## src/hdl/assert_macros.svh

```systemverilog
// Assertion macros used by the top-level RTL file.
`ifndef ASSERT_MACROS_SVH
`define ASSERT_MACROS_SVH

// Property checked on every rising aclk edge outside reset.
`define ASSERT_CLK(lbl, prop, msg) \
    lbl: assert property (@(posedge aclk) disable iff (!aresetn) prop) else $error(msg);

// Condition that must never hold outside reset.
`define ASSERT_NEVER(lbl, cond, msg) \
    lbl: assert property (@(posedge aclk) disable iff (!aresetn) !(cond)) else $error(msg);

`endif

```

## src/hdl/mvps_pkg.sv

```systemverilog
// Package with types and constants of the motor velocity PID with slew limiter.
`timescale 1ns / 1ps

package mvps_pkg;

    // Controller sequencer states
    typedef enum logic [3:0] {
        ST_IDLE,
        ST_DIV,
        ST_ERR,
        ST_PREP,
        ST_MUL,
        ST_SCALE,
        ST_SLEW,
        ST_DELTA,
        ST_RES
    } state_t;

    // Configuration register indexes
    localparam logic [3:0] REG_PROP_GAIN   = 4'd0;
    localparam logic [3:0] REG_INTEG_GAIN  = 4'd1;
    localparam logic [3:0] REG_DERIV_GAIN  = 4'd2;
    localparam logic [3:0] REG_INTEG_LIMIT = 4'd3;
    localparam logic [3:0] REG_SLEW_LIMIT  = 4'd4;
    localparam logic [3:0] REG_SLEW_ON     = 4'd5;
    localparam logic [3:0] REG_PID_ON      = 4'd6;
    localparam logic [3:0] REG_GEAR_SELECT = 4'd7;

    // Gear select codes
    localparam logic [1:0] GEAR_LOW  = 2'd0;
    localparam logic [1:0] GEAR_HIGH = 2'd2;

    // Voltage limits and setpoint divisor
    localparam logic signed [14:0] VMAX     = 15'sd12000;
    localparam logic signed [14:0] VMIN     = -15'sd12000;
    localparam logic [7:0]         SP_DIV   = 8'd100;
    localparam logic [14:0]        SLEW_RST = 15'd30;

    // Serial step counts (the divide takes its last quotient bit in ST_ERR)
    localparam int DIV_STEPS  = 17;
    localparam int MUL_STEPS  = 16;
    localparam int SLEW_STEPS = 10;

endpackage

```

## src/hdl/motor_velocity_pid_with_slew.sv

```systemverilog
// Top level: velocity PID with slew limiter and output saturation.
//
// Channel   Dir  Handshake          Payload
// s_        in   s_tvalid/s_tready  target_mv, measured_rpm, elapsed_ms
// m_        out  m_tvalid/m_tready  drive_mv, slew_limited, clipped
// cfg_      in   cfg_valid/cfg_ready register index, write data
//
// A tick with the PID running goes from accept to result through an 18-step
// serial divide for the setpoint, a 16-step bit-serial multiply over the gains
// and a 10-step serial multiply for the slew step. With the PID off or a changed
// target a tick goes straight to the slew step. One tick is in flight at a time;
// the next one is accepted as soon as the result sits in the output register. A
// stalled output holds the sequencer in its last state. Reset is synchronous.
`timescale 1ns / 1ps
`include "assert_macros.svh"

module motor_velocity_pid_with_slew (
    input  logic        aclk,
    input  logic        aresetn,
    input  logic        s_tvalid,
    output logic        s_tready,
    // [14:0] target_mv, [25:15] measured_rpm, [35:26] elapsed_ms, [39:36] zero
    input  logic [39:0] s_tdata,
    output logic        m_tvalid,
    input  logic        m_tready,
    // [14:0] drive_mv, [15] slew_limited, [16] clipped, [23:17] zero
    output logic [23:0] m_tdata,
    input  logic        cfg_valid,
    output logic        cfg_ready,
    input  logic [3:0]  cfg_index,
    input  logic [19:0] cfg_data
);

    // Configuration registers
    logic [15:0] prop_gain_reg, integ_gain_reg, deriv_gain_reg;
    logic [19:0] integ_limit_reg;
    logic [14:0] slew_limit_reg;
    logic        slew_on_reg, pid_on_reg;
    logic [1:0]  gear_select_reg;

    // Controller state
    mvps_pkg::state_t state_reg, state_next;
    logic [4:0]         cnt_reg;
    logic signed [14:0] last_target_reg, last_output_reg;
    logic signed [12:0] last_error_reg;
    logic signed [21:0] integ_sum_reg;

    // Datapath
    logic signed [14:0] t_reg;
    logic signed [10:0] meas_reg;
    logic [9:0]         dt_reg, dt_sh_reg;
    logic [17:0]        num_reg;
    logic [6:0]         rem_reg;
    logic signed [12:0] err_reg;
    logic signed [13:0] der_reg;
    logic [15:0]        pg_sh_reg, ig_sh_reg, dg_sh_reg;
    logic signed [39:0] acc_reg;
    logic signed [31:0] calc_reg;
    logic [24:0]        prod_reg;
    logic signed [32:0] delta_reg;

    // Output register
    logic               m_tvalid_reg;
    logic signed [14:0] drive_reg;
    logic               slewed_reg, clip_reg;

    logic out_free, load_out, accept;

    // Input decode and saturation
    logic signed [14:0] in_target, t_sat;
    logic [14:0]        u_val;
    logic [15:0]        u_sum;
    logic [17:0]        v_val;
    logic               run_pid;

    assign in_target = $signed(s_tdata[14:0]);
    always_comb begin
        if (in_target > mvps_pkg::VMAX) begin
            t_sat = mvps_pkg::VMAX;
        end else if (in_target < mvps_pkg::VMIN) begin
            t_sat = mvps_pkg::VMIN;
        end else begin
            t_sat = in_target;
        end
    end
    assign run_pid = pid_on_reg && (t_sat == last_target_reg);

    // Setpoint numerator: (t + 12000) * FS / 120, divided by 100 later
    assign u_sum = 16'($signed({t_reg[14], t_reg}) + 16'sd12000);
    assign u_val = u_sum[14:0];
    always_comb begin
        case (gear_select_reg)
            mvps_pkg::GEAR_LOW:  v_val = {3'b000, u_val};
            mvps_pkg::GEAR_HIGH: v_val = {1'b0, u_val, 2'b00} + {2'b00, u_val, 1'b0};
            default:             v_val = {2'b00, u_val, 1'b0};
        endcase
    end

    // Restoring divide step by the setpoint divisor
    logic [7:0] rem_sh;
    logic       rem_ge;
    logic [7:0] rem_sub;
    assign rem_sh  = {rem_reg, num_reg[17]};
    assign rem_ge  = rem_sh >= mvps_pkg::SP_DIV;
    assign rem_sub = rem_sh - mvps_pkg::SP_DIV;

    // Error against the setpoint
    logic signed [12:0] fs_val, err_val;
    always_comb begin
        case (gear_select_reg)
            mvps_pkg::GEAR_LOW:  fs_val = 13'sd120;
            mvps_pkg::GEAR_HIGH: fs_val = 13'sd720;
            default:             fs_val = 13'sd240;
        endcase
    end
    assign err_val = $signed({2'b00, num_reg[10:0]}) - fs_val
                   - {{2{meas_reg[10]}}, meas_reg};

    // Integral update
    logic [21:0]        isum_mag;
    logic signed [21:0] isum_next;
    assign isum_mag  = integ_sum_reg[21] ? 22'(-integ_sum_reg) : integ_sum_reg;
    assign isum_next = (isum_mag > {2'b00, integ_limit_reg}) ? 22'sd0
                     : integ_sum_reg + {{9{err_val[12]}}, err_val};

    // Bit-serial multiply-accumulate, gain MSB first
    logic signed [39:0] term_p, term_i, term_d, acc_step;
    assign term_p = pg_sh_reg[15] ? 40'(err_reg) : 40'sd0;
    assign term_i = ig_sh_reg[15] ? 40'(integ_sum_reg) : 40'sd0;
    assign term_d = dg_sh_reg[15] ? 40'(der_reg) : 40'sd0;
    assign acc_step = (acc_reg <<< 1) + term_p + term_i + term_d;

    // Q8.8 scale, truncating toward zero
    logic signed [39:0] acc_rnd;
    assign acc_rnd = acc_reg + (acc_reg[39] ? 40'sd255 : 40'sd0);

    // Slew check: |delta| / dt > L  <=>  |delta| >= L*dt + dt
    logic [32:0]        delta_mag, thr;
    logic               slew_hit;
    logic signed [33:0] prev_ext, res_val;
    logic               clip_val;
    logic signed [14:0] res_sat;
    assign delta_mag = delta_reg[32] ? 33'(-delta_reg) : delta_reg;
    assign thr       = {8'b0, prod_reg} + {23'b0, dt_reg};
    assign slew_hit  = slew_on_reg && (delta_reg != 33'sd0) && (delta_mag >= thr);
    assign prev_ext  = 34'(last_output_reg);
    always_comb begin
        if (!slew_hit) begin
            res_val = 34'(calc_reg);
        end else if (delta_reg[32]) begin
            res_val = prev_ext - $signed({9'b0, prod_reg});
        end else begin
            res_val = prev_ext + $signed({9'b0, prod_reg});
        end
    end
    always_comb begin
        if (res_val > 34'(mvps_pkg::VMAX)) begin
            res_sat  = mvps_pkg::VMAX;
            clip_val = 1'b1;
        end else if (res_val < 34'(mvps_pkg::VMIN)) begin
            res_sat  = mvps_pkg::VMIN;
            clip_val = 1'b1;
        end else begin
            res_sat  = res_val[14:0];
            clip_val = 1'b0;
        end
    end

    // Next state
    always_comb begin
        state_next = state_reg;
        case (state_reg)
            mvps_pkg::ST_IDLE: begin
                if (s_tvalid) begin
                    state_next = run_pid ? mvps_pkg::ST_DIV : mvps_pkg::ST_SLEW;
                end
            end
            mvps_pkg::ST_DIV: begin
                if (cnt_reg == 5'(mvps_pkg::DIV_STEPS - 1)) state_next = mvps_pkg::ST_ERR;
            end
            mvps_pkg::ST_ERR:  state_next = mvps_pkg::ST_PREP;
            mvps_pkg::ST_PREP: state_next = mvps_pkg::ST_MUL;
            mvps_pkg::ST_MUL: begin
                if (cnt_reg == 5'(mvps_pkg::MUL_STEPS - 1)) state_next = mvps_pkg::ST_SCALE;
            end
            mvps_pkg::ST_SCALE: state_next = mvps_pkg::ST_SLEW;
            mvps_pkg::ST_SLEW: begin
                if (cnt_reg == 5'(mvps_pkg::SLEW_STEPS - 1)) state_next = mvps_pkg::ST_DELTA;
            end
            mvps_pkg::ST_DELTA: state_next = mvps_pkg::ST_RES;
            mvps_pkg::ST_RES: begin
                if (out_free) state_next = mvps_pkg::ST_IDLE;
            end
            default: state_next = mvps_pkg::ST_IDLE;
        endcase
    end

    // Handshake outputs
    always_comb begin
        out_free = !m_tvalid_reg || m_tready;
        s_tready = (state_reg == mvps_pkg::ST_IDLE);
        load_out = (state_reg == mvps_pkg::ST_RES) && out_free;
    end
    assign accept    = s_tvalid && s_tready;
    assign cfg_ready = 1'b1;

    // Control, configuration and controller state
    always_ff @(posedge aclk) begin
        if (!aresetn) begin
            state_reg       <= mvps_pkg::ST_IDLE;
            m_tvalid_reg    <= 1'b0;
            prop_gain_reg   <= '0;
            integ_gain_reg  <= '0;
            deriv_gain_reg  <= '0;
            integ_limit_reg <= '0;
            slew_limit_reg  <= mvps_pkg::SLEW_RST;
            slew_on_reg     <= 1'b1;
            pid_on_reg      <= 1'b1;
            gear_select_reg <= 2'd1;
            last_target_reg <= '0;
            last_output_reg <= '0;
            last_error_reg  <= '0;
            integ_sum_reg   <= '0;
        end else begin
            state_reg <= state_next;
            if (load_out) begin
                m_tvalid_reg    <= 1'b1;
                last_output_reg <= res_sat;
                last_target_reg <= t_reg;
            end else if (m_tready) begin
                m_tvalid_reg <= 1'b0;
            end
            if (accept && (t_sat != last_target_reg)) begin
                integ_sum_reg <= '0;
            end
            if (state_reg == mvps_pkg::ST_PREP) begin
                integ_sum_reg  <= isum_next;
                last_error_reg <= err_val;
            end
            if (cfg_valid) begin
                case (cfg_index)
                    mvps_pkg::REG_PROP_GAIN:   prop_gain_reg   <= cfg_data[15:0];
                    mvps_pkg::REG_INTEG_GAIN:  integ_gain_reg  <= cfg_data[15:0];
                    mvps_pkg::REG_DERIV_GAIN:  deriv_gain_reg  <= cfg_data[15:0];
                    mvps_pkg::REG_INTEG_LIMIT: integ_limit_reg <= cfg_data;
                    mvps_pkg::REG_SLEW_LIMIT:  slew_limit_reg  <= cfg_data[14:0];
                    mvps_pkg::REG_SLEW_ON:     slew_on_reg     <= cfg_data[0];
                    mvps_pkg::REG_PID_ON:      pid_on_reg      <= cfg_data[0];
                    mvps_pkg::REG_GEAR_SELECT: gear_select_reg <= cfg_data[1:0];
                    default: ;
                endcase
            end
        end
    end

    // Serial datapath
    always_ff @(posedge aclk) begin
        case (state_reg)
            mvps_pkg::ST_IDLE: begin
                t_reg     <= t_sat;
                meas_reg  <= $signed(s_tdata[25:15]);
                dt_reg    <= s_tdata[35:26];
                dt_sh_reg <= s_tdata[35:26];
                calc_reg  <= 32'(t_sat);
                prod_reg  <= '0;
                rem_reg   <= '0;
                cnt_reg   <= '0;
            end
            mvps_pkg::ST_DIV: begin
                if (cnt_reg == 5'd0) begin
                    num_reg <= {v_val[16:0], 1'b0};
                    rem_reg <= {6'b0, v_val[17]};
                end else begin
                    num_reg <= {num_reg[16:0], rem_ge};
                    rem_reg <= rem_ge ? rem_sub[6:0] : rem_sh[6:0];
                end
                cnt_reg <= cnt_reg + 5'd1;
            end
            mvps_pkg::ST_ERR: begin
                // final quotient bit
                num_reg <= {num_reg[16:0], rem_ge};
                rem_reg <= rem_ge ? rem_sub[6:0] : rem_sh[6:0];
            end
            mvps_pkg::ST_PREP: begin
                err_reg   <= err_val;
                pg_sh_reg <= prop_gain_reg;
                ig_sh_reg <= integ_gain_reg;
                dg_sh_reg <= deriv_gain_reg;
                acc_reg   <= '0;
                cnt_reg   <= '0;
            end
            mvps_pkg::ST_MUL: begin
                acc_reg   <= acc_step;
                pg_sh_reg <= {pg_sh_reg[14:0], 1'b0};
                ig_sh_reg <= {ig_sh_reg[14:0], 1'b0};
                dg_sh_reg <= {dg_sh_reg[14:0], 1'b0};
                cnt_reg   <= cnt_reg + 5'd1;
            end
            mvps_pkg::ST_SCALE: begin
                calc_reg <= acc_rnd[39:8];
                prod_reg <= '0;
                cnt_reg  <= '0;
            end
            mvps_pkg::ST_SLEW: begin
                prod_reg  <= {prod_reg[23:0], 1'b0}
                           + (dt_sh_reg[9] ? {10'b0, slew_limit_reg} : 25'd0);
                dt_sh_reg <= {dt_sh_reg[8:0], 1'b0};
                cnt_reg   <= cnt_reg + 5'd1;
            end
            mvps_pkg::ST_DELTA: begin
                delta_reg <= 33'(calc_reg) - 33'(last_output_reg);
            end
            default: ;
        endcase
        if (load_out) begin
            drive_reg  <= res_sat;
            slewed_reg <= slew_hit;
            clip_reg   <= clip_val;
        end
    end

    // Derivative captured together with the fresh error
    always_ff @(posedge aclk) begin
        if (state_reg == mvps_pkg::ST_PREP) begin
            der_reg <= 14'(err_val) - 14'(last_error_reg);
        end
    end

    // The integral update in PREP takes the fresh error straight from err_val.

    assign m_tvalid = m_tvalid_reg;
    assign m_tdata  = {7'b0, clip_reg, slewed_reg, drive_reg};

    `ASSERT_CLK(a_load_from_res, $rose(m_tvalid_reg) |-> $past(state_reg) == mvps_pkg::ST_RES,
                "result loaded outside the result state")
    `ASSERT_CLK(a_accept_leaves_idle, accept |=> state_reg != mvps_pkg::ST_IDLE,
                "accepted tick did not start the sequencer")
    `ASSERT_NEVER(a_last_out_range,
                  (last_output_reg > mvps_pkg::VMAX) || (last_output_reg < mvps_pkg::VMIN),
                  "stored output outside the voltage range")

endmodule
```

## config.mk

```make
export PLATFORM = sky130hd
export DESIGN_NAME = motor_velocity_pid_with_slew
export DESIGN_NICKNAME = d
export VERILOG_FILES = /design/src/hdl/mvps_pkg.sv /design/src/hdl/motor_velocity_pid_with_slew.sv
export VERILOG_INCLUDE_DIRS = /design/src /design/src/hdl
export SDC_FILE = /design/constraint.sdc
export NUM_CORES = 2
export LEC_CHECK = 0
export ABC_AREA = 1
export BUFFER_PORTS_ARGS = -buffer_cell sky130_fd_sc_hd__buf_4
export CORE_MARGIN = 2
export CORE_UTILIZATION = 59
export CTS_BUF_LIST = sky130_fd_sc_hd__clkbuf_8
export CTS_CLUSTER_DIAMETER = 80
export CTS_CLUSTER_SIZE = 12
export DETAILED_ROUTE_END_ITERATION = 8
export GPL_TIMING_DRIVEN = 0
export PLACE_DENSITY = 0.79
export RECOVER_POWER = 50
export SYNTH_ARGS = -nofsm -noshare
export SYNTH_HDL_FRONTEND = slang
export SYNTH_SLANG_ARGS = --single-unit
```

## constraint.sdc

```tcl
create_clock -name aclk -period 5.2 [get_ports aclk]
set_input_delay 1.04 -clock aclk [delete_from_list [all_inputs] [get_ports aclk]]
set_output_delay 1.04 -clock aclk [all_outputs]
set_load 0.02 [all_outputs]
```

==> impl_metrics.tcl <==
set metrics [dict create \
    outcome "finished, violations left" \
    violations "capacitance limit, slew limit, setup timing" \
    setup_violations 30 \
    ys.flop_type "edfxtp_1" \
    die_width_um 241.8 \
    multiInputGateArea_um2 19110 \
    firstDrtPassIters 8 \
    hold_viol_final 0 \
    power.internal_mw 11.35 \
    vias 29840 \
    ys_warn_count 0 \
    min_period_over_period_pct 102.9 \
    synth_top_area_cell "edfxtp_1" \
    reg2reg_to "last_output_reg[9]" \
    ctsHtreeMaxLevel 2 \
    clkPwrFrac_pct 10.0 \
    wl_per_cell_um 17.74 \
    combPwrFrac_pct 62.3 \
    holdPathEnd "prop_gain_reg[12]" \
    dr_wl_met3_um 6445 \
    cp_num_buf_inv 7 \
    drv_slew 116 \
    num-nets-final 4894 \
    die_area_um2 58470 \
    ys_seq_area_share_pct 36.24 \
    initial_core_util_pct 59.40 \
    synth.distinct_cells 60 \
    io_pins 96 \
    endpoint_kind "flip-flop" \
    whs_path_depth 2 \
    max_freq_mhz 186.8 \
    insertedDiodeCount 0 \
    p_sw_mw 11.38 \
    design_area_um2 37000 \
    synthTopCellsByArea "edfxtp_1, nand2_1, dfxtp_1" \
    port_buffers 82 \
    core_um2 56170 \
    grt_pass1_wl_um 147800 \
    cts_buffers 46 \
    clk_pin_slew_ps 90 \
    leakage_nw 16.76 \
    postCtsHoldBufs 0 \
    ys_async_sr_fraction_pct 0 \
    yosysTopAreaCellShare_pct 26.82 \
    top_layer_used "met4" \
    grt_max_degree 59 \
    antenna_found_initial 0 \
    fin_ws_ps -152.7 \
    cp.required_ps 5740 \
    synth-edff-count 298 \
    ir_drop_v 0.0008246 \
    slowest_delay_ps 420 \
    final-seq-area_um2 12100 \
    power.density_nw_per_um2 614.5 \
    overflow 0 \
    reg2regPathDepth 41 \
    wl_met1_um 39210 \
    finClkSkew_ps 68.05 \
    synthToLayoutAreaGrowth_pct 10.88 \
    hold_path.class "reg -> reg" \
    seq_power_share_pct 27.6 \
    place.gp.congestion 1.028 \
    clockRootBuffer "clkbuf_8" \
    syn_area_per_cell_um2 7.774 \
    cts_tree "built" \
    r2r_setup_slack_ps -150 \
    dpl.hpwl_um 71460 \
    startpoint_type "flip-flop" \
    drive_gt1_share_pct 8.376 \
    cts.path.max_buffers 3 \
    yosysMostFrequentCell "nand2_1" \
    cp_slowest_cell "edfxtp_1" \
    dpl_cell_area_um2 35060 \
    syn_inst 4292 \
    ys_ff_latch 455 \
    layout_min_cycle_time_ps 5353 \
    worst_hold_slack_ps 449.1 \
    grtUsageTotal_pct 31.50 \
    min_from "prop_gain_reg[12]" \
    drc 0 \
    crit_family "simple AND/OR/NAND/NOR gates" \
    slew_headroom_pct -93.90 \
    row_count 87 \
    r2r-start "prod_reg[0]" \
    ys_top_cells_by_count "nand2_1, inv_1, a21oi_1" \
    sw_frac_of_total_pct 50.06 \
    cp_max_fo 6 \
    maxCapViolCount 4 \
    rsz0062_at_grt "yes" \
    die_y_um 241.8 \
    final_antenna_net_count 0 \
    drt_iter0_markers 2629 \
    routed_wl_um 93700 \
    clkLatencyLatePin_ps 680 \
    grt_pass1_vias 27770 \
    worst_pin_slew_ps 2898 \
    via_per_inst 5.650 \
    route.met2.wl_um 43040 \
    crit_arrival_ps 5890 \
    syn-cell-area_um2 33370 \
    nFillCells 4830 \
    cts.sinks 455 \
    largest_reg_flops 40 \
    setup.worst_path.class "reg -> reg" \
]
-- worst max-delay path by stage --
stage                       startpoint                  end  slack, ps  cells past startpoint
detailed placement  gear_select_reg[1]    integ_sum_reg[20]      -1360                     25
global route               prod_reg[0]  last_output_reg[13]       -470                     41
finish                     prod_reg[0]   last_output_reg[9]       -150                     41
global placement    gear_select_reg[1]    integ_sum_reg[20]      -1250                     25
floorplan                  prod_reg[3]        drive_reg[12]        200                     39
CTS                 gear_select_reg[0]    integ_sum_reg[20]        -40                     29
-- metrics by stage --
step	setup TNS [ps]	cells	utilization [%]	power (mW)	worst slack [ps]
final	-3361	5281	65.87	22.73	-152.7
after floorplan	0	4298	-	15.93	195.3
after global routing	-13030	5281	65.87	24.70	-470.9
after global placement	-144870	5136	62.22	19.12	-1255
after CTS	-43.69	5257	65.00	22.18	-43.69
after detailed placement	-44450	5140	62.42	19.50	-1364
-- cells in the final DEF, fill, tap and decap left out, drive strengths merged, types with 5 or more instances in the layout --
cell / netlist / routed
nand2: 939 / 939
inv: 604 / 638
a21oi: 400 / 400
nor2: 390 / 390
o21ai: 331 / 331
edfxtp: 298 / 298
ha: 247 / 247
nand3: 210 / 210
clkbuf: 87 / 181
dfxtp: 157 / 157
xor2: 148 / 148
buf: 32 / 128
fa: 91 / 91
nor3: 60 / 60
xnor2: 47 / 47
nand4: 41 / 41
a31oi: 28 / 28
o21a: 22 / 22
or2: 19 / 19
nor4: 17 / 17
nand3b: 14 / 14
a21o: 13 / 13
o31ai: 11 / 11
o211ai: 9 / 9
conb: 2 / 8
o221ai: 8 / 8
o21bai: 7 / 7
a211oi: 7 / 7
a21boi: 7 / 7
clkinv: 6 / 6
a41oi: 6 / 6
a221oi: 6 / 6
o22ai: 5 / 5
-- cell type report --
cell class | instances | share of cell area [%]
clock inverter | 37 | 0.4667
timing repair buffer | 143 | 2.986
sequential | 455 | 32.70
clock buffer | 49 | 1.823
multi-input combinational | 3114 | 51.65
buffer | 117 | 1.610
tap | 756 | 2.557
inverter | 610 | 6.216
-- repair_timing --
action	CTS	global route
setup buffers	30	22
cloned	3	2
endpoints found under the setup margin	47	43
pin swaps	27	72
gates resized for setup	87	119
-- kinds of logic after synthesis --
logic type / after synthesis / share of synthesized area (%)
other: 2 / 0.02251
AND/OR/NAND/NOR: 1698 / 21.20
flip-flops: 455 / 36.24
AO/OA/AOI/OAI: 875 / 14.21
buffers and inverters: 729 / 8.486
XOR/XNOR: 195 / 5.118
adder cells (fa/ha/maj): 338 / 14.72
-- worst min-delay path, stage by stage, from the launching register on --
cell     delay, ps
dfxtp_1        310
inv_1           50
a21oi_1         50
-- layer usage --
metal | up-vias | track usage [%]
met5 | - | 0
met4 | 0 | 15.72
met3 | 222 | 3.929
met2 | 1098 | 50.59
met1 | 13870 | 42.24
li1 | 14640 | -
-- power groups by stage --
stage | registers (mW) | clock network (mW) | logic, mW
global route | 6.37 | 2.45 | 15.9
detailed placement | 6.33 | 0 | 13.2
finish | 6.28 | 2.28 | 14.2
floorplan | 6.02 | 0 | 9.90
global placement | 6.37 | 0 | 12.7
CTS | 6.24 | 2.31 | 13.6
Power figures use the tool's default switching activity.
